===== config.mk =====
export PLATFORM = sky130hd
export DESIGN_NAME = distinct_window_marker_finder
export DESIGN_NICKNAME = d
export VERILOG_FILES = /design/src/dwm_pkg.sv /design/src/dwm_in_stage.sv /design/src/dwm_core.sv /design/src/dwm_out_stage.sv /design/src/distinct_window_marker_finder.sv
export VERILOG_INCLUDE_DIRS = /design/src /design/src/src
export SDC_FILE = /design/constraint.sdc
export NUM_CORES = 1
export LEC_CHECK = 0
export ABC_AREA = 1
export BUFFER_PORTS_ARGS = -buffer_cell sky130_fd_sc_hd__clkbuf_2
export CAP_MARGIN = 20
export CORE_MARGIN = 2
export CORE_UTILIZATION = 50
export CTS_CLUSTER_SIZE = 28
export DETAILED_ROUTE_END_ITERATION = 8
export GPL_ROUTABILITY_DRIVEN = 0
export PLACE_DENSITY = 0.63
export REMOVE_ABC_BUFFERS = 1
export SYNTH_ARGS = -nofsm -noshare
export SYNTH_HDL_FRONTEND = slang
export SYNTH_SLANG_ARGS = --single-unit

===== constraint.sdc =====
create_clock -name i_clk -period 18.8 [get_ports i_clk]
set_clock_uncertainty 0.1 [all_clocks]
set_input_delay 3.76 -clock i_clk [delete_from_list [all_inputs] [get_ports i_clk]]
set_output_delay 3.76 -clock i_clk [all_outputs]
set_load 0.01 [all_outputs]

===== src/distinct_window_marker_finder_defines.svh =====
// Assertion macros shared by the modules of the distinct window marker finder.
`ifndef DISTINCT_WINDOW_MARKER_FINDER_DEFINES_SVH
`define DISTINCT_WINDOW_MARKER_FINDER_DEFINES_SVH

`ifndef SYNTHESIS

// Checks a property on every rising clock edge outside reset.
`define DWM_ASSERT(lbl, clk, rst_n, prop, msg) \
    lbl: assert property (@(posedge clk) disable iff (!rst_n) (prop)) else $error(msg);

// Checks that the consequent holds in the same cycle as the antecedent.
`define DWM_ASSERT_IMP(lbl, clk, rst_n, ante, cons, msg) \
    lbl: assert property (@(posedge clk) disable iff (!rst_n) (ante) |-> (cons)) else $error(msg);

// Checks that the consequent holds in the cycle after the antecedent.
`define DWM_ASSERT_NXT(lbl, clk, rst_n, ante, cons, msg) \
    lbl: assert property (@(posedge clk) disable iff (!rst_n) (ante) |=> (cons)) else $error(msg);

`else

`define DWM_ASSERT(lbl, clk, rst_n, prop, msg)
`define DWM_ASSERT_IMP(lbl, clk, rst_n, ante, cons, msg)
`define DWM_ASSERT_NXT(lbl, clk, rst_n, ante, cons, msg)

`endif

`endif


===== src/dwm_pkg.sv =====
`timescale 1ns / 1ps

package dwm_pkg;

    // Alphabet and line limits.
    localparam int ALPHABET_SIZE   = 26;
    localparam int LETTER_W        = 5;
    localparam int MAX_WINDOW      = 16;
    localparam int WIN_W           = 5;
    localparam int MAX_LINE_LENGTH = 8192;
    localparam int POS_W           = 14;

    // Stream data widths, padded to whole bytes.
    localparam int S_TDATA_W = 8;
    localparam int M_TDATA_W = 16;

    // Window size after reset.
    localparam logic [WIN_W-1:0] WINDOW_RESET = WIN_W'(4);

    // One accepted symbol.
    typedef struct packed {
        logic [LETTER_W-1:0] letter;
        logic                last_symbol;
    } t_item;

    // One result item.
    typedef struct packed {
        logic             marker_found;
        logic [POS_W-1:0] marker_position;
    } t_result;

    // Maps a written window size onto the supported range.
    function automatic logic [WIN_W-1:0] clamp_window(input logic [WIN_W-1:0] value);
        logic [WIN_W-1:0] w;
        w = value;
        if (value == '0) begin
            w = WIN_W'(1);
        end else if (value > WIN_W'(MAX_WINDOW)) begin
            w = WIN_W'(MAX_WINDOW);
        end
        return w;
    endfunction

endpackage


===== src/dwm_in_stage.sv =====
`timescale 1ns / 1ps

module dwm_in_stage (
    input  logic                            i_clk,
    input  logic                            i_rst_n,
    input  logic                            i_valid,
    output logic                            o_ready,
    input  logic [dwm_pkg::S_TDATA_W-1:0]   i_data,
    input  logic                            i_last,
    input  logic                            i_advance,
    output logic                            o_valid,
    output dwm_pkg::t_item                  o_item
);
    import dwm_pkg::*;

    logic  r_valid;
    t_item r_item;

    // The stage takes a new symbol when empty or when its symbol moves on.
    assign o_ready = !r_valid || i_advance;

    always_ff @(posedge i_clk) begin
        if (!i_rst_n) begin
            r_valid <= 1'b0;
        end else if (o_ready) begin
            r_valid <= i_valid;
        end
    end

    // Symbol register, loaded on every input transfer.
    always_ff @(posedge i_clk) begin
        if (i_valid && o_ready) begin
            r_item.letter      <= i_data[LETTER_W-1:0];
            r_item.last_symbol <= i_last;
        end
    end

    assign o_valid = r_valid;
    assign o_item  = r_item;

endmodule


===== src/dwm_core.sv =====
`timescale 1ns / 1ps
`include "distinct_window_marker_finder_defines.svh"

module dwm_core (
    input  logic                        i_clk,
    input  logic                        i_rst_n,
    input  logic                        i_clear,
    input  logic [dwm_pkg::WIN_W-1:0]   i_window,
    input  logic                        i_step,
    input  dwm_pkg::t_item              i_item,
    output logic                        o_res_valid,
    output dwm_pkg::t_result            o_result
);
    import dwm_pkg::*;

    // Per-letter position of the latest occurrence in this line.
    logic [POS_W-1:0]         r_last_pos [ALPHABET_SIZE];
    logic [ALPHABET_SIZE-1:0] r_pos_valid;
    // Highest earlier-occurrence position seen so far: a window must start after it.
    logic [POS_W-1:0]         r_bound;
    logic [POS_W-1:0]         r_seen;
    logic                     r_reported;

    logic [LETTER_W-1:0] idx;
    logic                active;
    logic [POS_W-1:0]    pos_next;
    logic [POS_W-1:0]    prev_pos;
    logic [POS_W-1:0]    n_bound;
    logic [POS_W:0]      reach;
    logic                hit;

    // Saturate letters beyond the alphabet onto its last letter.
    assign idx = (i_item.letter >= LETTER_W'(ALPHABET_SIZE)) ?
                 LETTER_W'(ALPHABET_SIZE - 1) : i_item.letter;

    // Scanning stops after a report or once the line is overlong.
    assign active   = !r_reported && (r_seen < POS_W'(MAX_LINE_LENGTH));
    assign pos_next = r_seen + POS_W'(1);
    assign prev_pos = r_pos_valid[idx] ? r_last_pos[idx] : '0;
    assign n_bound  = (prev_pos > r_bound) ? prev_pos : r_bound;

    // The last window_size symbols are distinct when no repeat lies inside them.
    assign reach = {1'b0, n_bound} + (POS_W + 1)'(i_window);
    assign hit   = active && (reach <= {1'b0, pos_next});

    // A found result, or not-found when the line ends without a report.
    always_comb begin
        o_res_valid              = i_step && (hit || (i_item.last_symbol && !r_reported));
        o_result.marker_found    = hit;
        o_result.marker_position = hit ? pos_next : '0;
    end

    // Line state: cleared by reset, by a window write and after the last symbol.
    always_ff @(posedge i_clk) begin
        if (!i_rst_n || i_clear) begin
            r_pos_valid <= '0;
            r_bound     <= '0;
            r_seen      <= '0;
            r_reported  <= 1'b0;
        end else if (i_step) begin
            if (i_item.last_symbol) begin
                r_pos_valid <= '0;
                r_bound     <= '0;
                r_seen      <= '0;
                r_reported  <= 1'b0;
            end else if (active) begin
                r_pos_valid[idx] <= 1'b1;
                r_bound          <= n_bound;
                r_seen           <= pos_next;
                r_reported       <= hit;
            end
        end
    end

    // Position table; entries are only read once their valid bit is set.
    always_ff @(posedge i_clk) begin
        if (i_step && active) begin
            r_last_pos[idx] <= pos_next;
        end
    end

    `DWM_ASSERT_IMP(a_found_after_window, i_clk, i_rst_n, o_res_valid && o_result.marker_found, o_result.marker_position >= POS_W'(i_window), "marker reported before a full window")
    `DWM_ASSERT_NXT(a_line_clears, i_clk, i_rst_n, i_step && i_item.last_symbol, r_seen == '0 && !r_reported && r_pos_valid == '0, "line state not cleared after the last symbol")
    `DWM_ASSERT_IMP(a_report_once, i_clk, i_rst_n, $rose(r_reported), $past(o_res_valid && o_result.marker_found), "report flag set without a found result")
    `DWM_ASSERT(a_silent_after_report, i_clk, i_rst_n, !(r_reported && o_res_valid), "result produced after the line was reported")

endmodule


===== src/dwm_out_stage.sv =====
`timescale 1ns / 1ps

module dwm_out_stage (
    input  logic                            i_clk,
    input  logic                            i_rst_n,
    input  logic                            i_load,
    input  dwm_pkg::t_result                i_result,
    output logic                            o_free,
    output logic                            o_valid,
    input  logic                            i_ready,
    output logic                            o_found,
    output logic [dwm_pkg::M_TDATA_W-1:0]   o_data
);
    import dwm_pkg::*;

    logic    r_valid;
    t_result r_result;

    // The register can take a result when empty or when its result is taken.
    assign o_free = !r_valid || i_ready;

    always_ff @(posedge i_clk) begin
        if (!i_rst_n) begin
            r_valid <= 1'b0;
        end else if (o_free) begin
            r_valid <= i_load;
        end
    end

    // Result payload.
    always_ff @(posedge i_clk) begin
        if (i_load && o_free) begin
            r_result <= i_result;
        end
    end

    assign o_valid = r_valid;
    assign o_found = r_result.marker_found;
    assign o_data  = M_TDATA_W'(r_result.marker_position);

endmodule


===== src/distinct_window_marker_finder.sv =====
// A symbol's transfer loads the input stage; its result is loaded into the output register
// once that register is free, and is then presented on the master side.
// Throughput: one symbol per cycle while the master side takes results; a result waiting
// in the output register holds the input stage.
// Reset (synchronous, active low) empties both stages, clears all line state and sets
// the window size to 4. A window size write also clears the line state.
`timescale 1ns / 1ps

module distinct_window_marker_finder (
    input  logic                            i_clk,
    input  logic                            i_rst_n,
    // Slave side: tdata = letter[4:0], zero padding [7:5]; tlast = last_symbol.
    input  logic                            s_axis_tvalid,
    output logic                            s_axis_tready,
    input  logic [dwm_pkg::S_TDATA_W-1:0]   s_axis_tdata,
    input  logic                            s_axis_tlast,
    // Master side: tdata = marker_position[13:0], zero padding [15:14]; tuser = marker_found.
    output logic                            m_axis_tvalid,
    input  logic                            m_axis_tready,
    output logic [dwm_pkg::M_TDATA_W-1:0]   m_axis_tdata,
    output logic                            m_axis_tuser,
    // Window size register write.
    input  logic                            i_cfg_valid,
    output logic                            o_cfg_ready,
    input  logic [dwm_pkg::WIN_W-1:0]       i_cfg_data
);
    import dwm_pkg::*;

    logic [WIN_W-1:0] r_win;
    logic             cfg_wr;
    logic             in_valid;
    t_item            in_item;
    logic             out_free;
    logic             step;
    logic             res_valid;
    t_result          result;

    // Window size register holds the clamped value.
    assign o_cfg_ready = 1'b1;
    assign cfg_wr      = i_cfg_valid && o_cfg_ready;

    always_ff @(posedge i_clk) begin
        if (!i_rst_n) begin
            r_win <= WINDOW_RESET;
        end else if (cfg_wr) begin
            r_win <= clamp_window(i_cfg_data);
        end
    end

    // A held symbol is processed whenever the result register can take its result.
    assign step = in_valid && out_free;

    dwm_in_stage u_in (
        .i_clk     (i_clk),
        .i_rst_n   (i_rst_n),
        .i_valid   (s_axis_tvalid),
        .o_ready   (s_axis_tready),
        .i_data    (s_axis_tdata),
        .i_last    (s_axis_tlast),
        .i_advance (step),
        .o_valid   (in_valid),
        .o_item    (in_item)
    );

    dwm_core u_core (
        .i_clk       (i_clk),
        .i_rst_n     (i_rst_n),
        .i_clear     (cfg_wr),
        .i_window    (r_win),
        .i_step      (step),
        .i_item      (in_item),
        .o_res_valid (res_valid),
        .o_result    (result)
    );

    dwm_out_stage u_out (
        .i_clk    (i_clk),
        .i_rst_n  (i_rst_n),
        .i_load   (res_valid),
        .i_result (result),
        .o_free   (out_free),
        .o_valid  (m_axis_tvalid),
        .i_ready  (m_axis_tready),
        .o_found  (m_axis_tuser),
        .o_data   (m_axis_tdata)
    );

endmodule

---- Yosys cells after proc, flatten, opt, wreduce, memory -nomap -nowiden ----
Memories as Yosys holds them, arrays and structs flattened.
Cells that the tools add are included.
storage, ports and cells
  flip-flop bits (word level) ............. 83
  latch bits .............................. 0
  bits in writable memories ............... 364
  bits in read-only memories .............. 0
  bits of input ports ..................... 19
  logic and storage cells ................. 61
  memories ................................ 1
memory list
  name               depth  width  rd ports  clocked after memory_dff  wr ports  RTL line        RTL
  u_core.r_last_pos  26     14     1         0                         1         dwm_core.sv:17  logic [POS_W-1:0] r_last_pos [ALPHABET_SIZE];
cells by class
  $add $sub $neg .......................... 2
  multiply operators ...................... 0
  divide/modulo/power cells ............... 0
  $lt $le $gt $ge ......................... 7
  eq/ne operators ......................... 0
  shifts and indexed selects .............. 0
  multiplexer cells ....................... 19
  bitwise gates (word level) .............. 1
  reductions and logical operators ........ 20
operators with widths
  cell                   count
  $mux 14                6
  $mux 26                2
  $or 26x26->26          1
  $add 14x5->15          1
  $le 15x14->1           1
  $mux 5                 3
  $add 14x1->14 const B  1
  $gt 14x14->1           1
  $lt 14x14->1 const B   1
  $logic_and 1x1->1      9
  $lt 5x6->1 const B     1
  $mux 1                 6
  $bmux 1 s5             1
  $demux 1 s5            1
  $ge 5x1->1 const B     1
  $ge 5x5->1 const B     1
  $gt 5x5->1 const B     1
  $logic_not 5->1        1
  $logic_not 1->1        4
  $logic_or 1x1->1       4
  $reduce_and 2->1       1
  $reduce_bool 2->1      1

---- Logic depth before layout (Yosys ltp) ----
  depth after elaboration ................. 13
  mapped depth ............................ 54
  mapped depth without buffers ............ 51

---- Cells and area by module ----
Synthesis repeated with hierarchy kept, for this count alone.
unflattened totals
  cell total of the unflattened synthesis .. 1,929
  area total of the unflattened synthesis .. 20,065.5 um2
modules (own cells, without submodules)
  module                         times used  cells each  area each (um2)  seq. area each (um2)
  dwm_core                       1           1,860       19,098.3         12,031.5
  dwm_out_stage                  1           25          520.5            470.5
  dwm_in_stage                   1           13          231.5            200.2
  distinct_window_marker_finder  1           31          215.2            100.1

---- Least setup slack after synthesis ----
No wires, ideal clock.
  kind .................................... input-to-output
  start point ............................. input m_axis_tready
  end point ............................... output s_axis_tready
  arrival ................................. 3,944 ps
  setup slack ............................. 10,996 ps
  cell stages on the path ................. 2
  buffers on the path ..................... 0
  path through ............................ inv_1 nand3_1
between the ends
  word-level cells in the longest chain between the ends .. 3
RTL lines
  element            RTL line                             RTL
  from (decl)        distinct_window_marker_finder.sv:19  input logic m_axis_tready,
  $logic_or 1x1->1   dwm_out_stage.sv:20                  assign o_free = !r_valid || i_ready;
  $logic_and 1x1->1  distinct_window_marker_finder.sv:51  assign step = in_valid && out_free;
  $logic_or 1x1->1   dwm_in_stage.sv:20                   assign o_ready = !r_valid || i_advance;
  to (decl)          distinct_window_marker_finder.sv:14  output logic s_axis_tready,
Every way passes these cells.

---- Final worst setup path ----
  start point ............................. register u_in.r_item, in the netlist u_in.o_item[2]
  end point ............................... register u_out.r_result, in the netlist u_out.o_data[10] (enable)
between the ends
  word-level cells in the longest chain between the ends .. 13
  elaborated cells on any way between the ends .. 14
  those cells by class .................... 1 x add/sub; 3 x order compare; 5 x mux; 4 x reduce/logical; 1 x memory
RTL lines
  element                       RTL line             RTL
  from (decl)                   dwm_in_stage.sv:17   t_item r_item;
  $ge 5x5->1                    dwm_core.sv:33       assign idx = (i_item.letter >= LETTER_W'(ALPHABET_SIZE)) ?
  $mux 5 *                      dwm_core.sv:33
  $bmux 1 s5                    dwm_core.sv:39       assign prev_pos = r_pos_valid[idx] ? r_last_pos[idx] : '0;
  $mux 1 (implied by the code)  dwm_core.sv:39
  $mux 14 *                     dwm_core.sv:39
  $gt 14x14->1                  dwm_core.sv:40       assign n_bound = (prev_pos > r_bound) ? prev_pos : r_bound;
  $mux 14 *                     dwm_core.sv:40
  $add 14x5->15 *               dwm_core.sv:43       assign reach = {1'b0, n_bound} + (POS_W + 1)'(i_window);
  $le 15x14->1 *                dwm_core.sv:44       assign hit = active && (reach <= {1'b0, pos_next});
  $logic_and 1x1->1 *           dwm_core.sv:44
  $logic_or 1x1->1 *            dwm_core.sv:48       o_res_valid = i_step && (hit || (i_item.last_symbol && !r_reported));
  $logic_and 1x1->1 *           dwm_core.sv:48
  $logic_and 1x1->1 *           dwm_out_stage.sv:32  if (i_load && o_free) begin
  to (signal assigned)          dwm_out_stage.sv:33  r_result <= i_result;
  to (decl)                     dwm_out_stage.sv:17  t_result r_result;
Every way passes the cells marked *; elsewhere a longest branch is shown, timed or not. The select of a mux whose other input is x is not followed.
A chain may end at the register's enable or synchronous reset.

==> metrics.csv <==
metric,value,unit
run status,"finished, final reports clean",
PortBufs,32,
Clk pwr share,40.1,%
H-tree depth,2,
r2r setup slk,8830,ps
Core Rows,73,
vias in the first global route,13428,
n_diodes,0,
Final nets,1967,
first-pass GRT wire length,77500,µm
worst-margin pin slew,1110,ps
Simple-Gate Fraction of Synth Area,16.8,%
setup ws final,8830,ps
WL per Instance,20.2,µm
internal power,1.65,mW
chip height,204,µm
DP Wirelength,31200,µm
1st-iter DRT viols,1244,
register share of total power,48.9,%
cells resized by post-CTS repair,0,
Setup TNS,0,ps
post-synthesis compound-gate area fraction,6.70,%
Worst-path clk slew,60,ps
Detailed Route WL,50100,µm
register area,12800,µm²
worst-case headroom to the max-slew limit,25.7,%
Hold Buf Count CTS,0,
Sinks on Clock Net,447,
Total GRT Usage,24.8,%
ratio of cells with drive above 1 in the final layout,11.6,%
residual DRC count,0,
Final Cycle Share,53.1,%
"most used cell, CP",nand2_1,
pwr/cell area,99.2,nW/µm²
CTS root buffer,clkbuf_16,
Mapped Cells,1875,
Final Setup Violations,0,
area occupied by multi-input gates,5500,µm²
Final Instance Area,22300,µm²
CP Max Fanout,36,
Startpoint Class,flop,
Slew Limit Fails,0,
"Worst Path Class, Setup",reg2reg,
switching share of power,25.2,%
Leak,9.16,nW
"Seq/Total Area, Yosys",64.1,%
Netlist cell types,48,
antenna violations before repair,0,
via count,13677,
Placed Area,20800,µm²
IO Pins,39,
Starting Density,50.5,%
xor/xnor share of the synthesized area,0.833,%
Mapped Avg Cell Area,10.7,µm²
cts bufs inserted,47,
CP max stage cell,inv_2,
final core utilization,56.3,%
Synth Area in Adders,2.23,%
"Hold Vio Cnt, Final",0,
Worst EP required,18910,ps
Placeable Area,39500,µm²
fill cell count,3375,
"most common cell after layout, fill and taps aside",edfxtp_1,
drt pass-1 iters,5,
crit path DAT,10080,ps
Psw,0.558,mW
Post-CTS Setup Repair Bufs,0,
max cap viols,0,
Max VDD drop,0.0753,mV
largest family of logic cells by synthesized area,simple AND/OR/NAND/NOR gates,
RSZ-0062 raised after global routing,no,
Post-Place Worst Slack,8890,ps
Netlist Area Pre-Place,20000,µm²
vias per cell,5.53,
minimum clock period,9970,ps
Yosys warnings,0,
maximum clock rate,100,MHz
#FFs+latches synth,447,
largest net degree at the start of global routing,48,
most frequent cells in the layout,"edfxtp_1, nand2_1, inv_1, nand4_1, nand3_1",
ANT nets after route,0,
clk buf depth,3,
worst skew pair latency,590,ps
die footprint,41600,µm²
CTS tree,done,
CP Capture Type,flop,
logic gate share of total power,11.0,%
"slowest stage delay, CP",650,ps
Die X,204,µm
Area growth syn-to-layout,11.5,%
min-delay worst type,reg2reg,
grt total ovfl,0,
PnR Total Power,2.21,mW
post-synthesis mux area share,0,%
[cells by family (layout without fill, tap and decap cells)]
family | count (synthesis) | count (layout)
other cells | 2 | 3
fa+ha+maj | 35 | 35
compound gates | 214 | 214
simple gates | 708 | 708
buf+inv | 450 | 522
xor+xnor | 19 | 19
flops | 447 | 447
[routing by layer]
layer	wire length (µm)	part of all wire [%]	vias up	global-route usage, %
li1	-	-	6436	-
met1	22200	44	6688	34.7
met2	23600	47	483	40.2
met3	3290	6.6	70	3.52
met4	1050	2.1	0	7.72
met5	0	0	-	0
[flip-flops by register name, summed over array words and instances (netlist names), 5 cells and up]
| name | flops |
|---|---|
| u_core.r_last_pos | 364 |
| u_core.r_pos_valid | 26 |
| u_core.r_bound | 14 |
| u_core.r_seen | 14 |
| u_out.o_data | 14 |
| u_in.o_item | 6 |
| r_win | 5 |
[cells in the mapped netlist, drive strengths merged]
| cell | n | share of area, % |
|---|---|---|
| edfxtp | 385 | 58 |
| nand2 | 373 | 7.3 |
| inv | 362 | 6.8 |
| nand3 | 87 | 2.3 |
| nand4 | 85 | 2.7 |
| nor2 | 78 | 1.7 |
| a21oi | 64 | 1.6 |
| buf | 63 | 2.0 |
| dfxtp | 62 | 6.2 |
| o22ai | 54 | 1.7 |
| nand3b | 43 | 1.6 |
| o21ai | 43 | 1.1 |
| ha | 34 | 2.1 |
| o221ai | 33 | 1.4 |
| nor3 | 29 | 0.78 |
| clkbuf | 24 | 0.45 |
| xor2 | 18 | 0.79 |
| or2 | 11 | 0.34 |
| o21bai | 5 | 0.19 |
| o21a | 3 | 0.11 |
| a22oi | 2 | 0.075 |
| a32o | 2 | 0.10 |
| conb | 2 | 0.038 |
| nor4 | 2 | 0.063 |
| o32ai | 2 | 0.088 |
| a211oi | 1 | 0.038 |
| a21boi | 1 | 0.038 |
| a221o | 1 | 0.050 |
| a31o | 1 | 0.044 |
| clkinv | 1 | 0.019 |
| fa | 1 | 0.10 |
| o211ai | 1 | 0.038 |
| o221a | 1 | 0.056 |
| xnor2 | 1 | 0.044 |
[power groups by stage]
stage,clock [mW],sequential (mW),combinational [mW]
after CTS,0.897,1.08,0.242
final,0.885,1.08,0.243
after detailed placement,0,1.10,0.240
after floorplan,0,1.10,0.157
after global placement,0,1.10,0.234
after global routing,0.933,1.08,0.273
[final timing paths]
check,depth (start not counted),startpoint,end
setup / recovery,48,u_in.o_item[2]$_DFFE_PP_,u_out.o_data[10]$_SDFFCE_PP0P_
setup reg to reg,48,u_in.o_item[2]$_DFFE_PP_,u_out.o_data[10]$_SDFFCE_PP0P_
hold reg to reg,2,u_core.r_pos_valid[10]$_SDFFE_PP0P_,u_core.r_pos_valid[10]$_SDFFE_PP0P_
hold / removal,2,u_core.r_pos_valid[10]$_SDFFE_PP0P_,u_core.r_pos_valid[10]$_SDFFE_PP0P_
[through the flow]
stage          instances  hold slack, ps
2_1_floorplan       1789             335
3_3_place_gp        2388             343
3_5_place_dp        2388             347
4_1_cts             2472             356
5_1_grt             2473             378
6_report            2473             354
[cell type report]
class,count,area share (%)
timing repair buffer,75,2.20
sequential,447,57.5
tap,525,2.95
clock buffer,61,5.71
multi-input combinational,979,24.7
clock inverter,23,0.798
inverter,363,6.13
[critical path: cells and delay by family (launching register included)]
family / cells / cell delay (ps)
compound gates: 12 / 2330
fa+ha+maj: 3 / 740
buf+inv: 10 / 2780
flops: 1 / 360
simple gates: 23 / 3180
No activity file was read; power rests on OpenSTA's default activity.
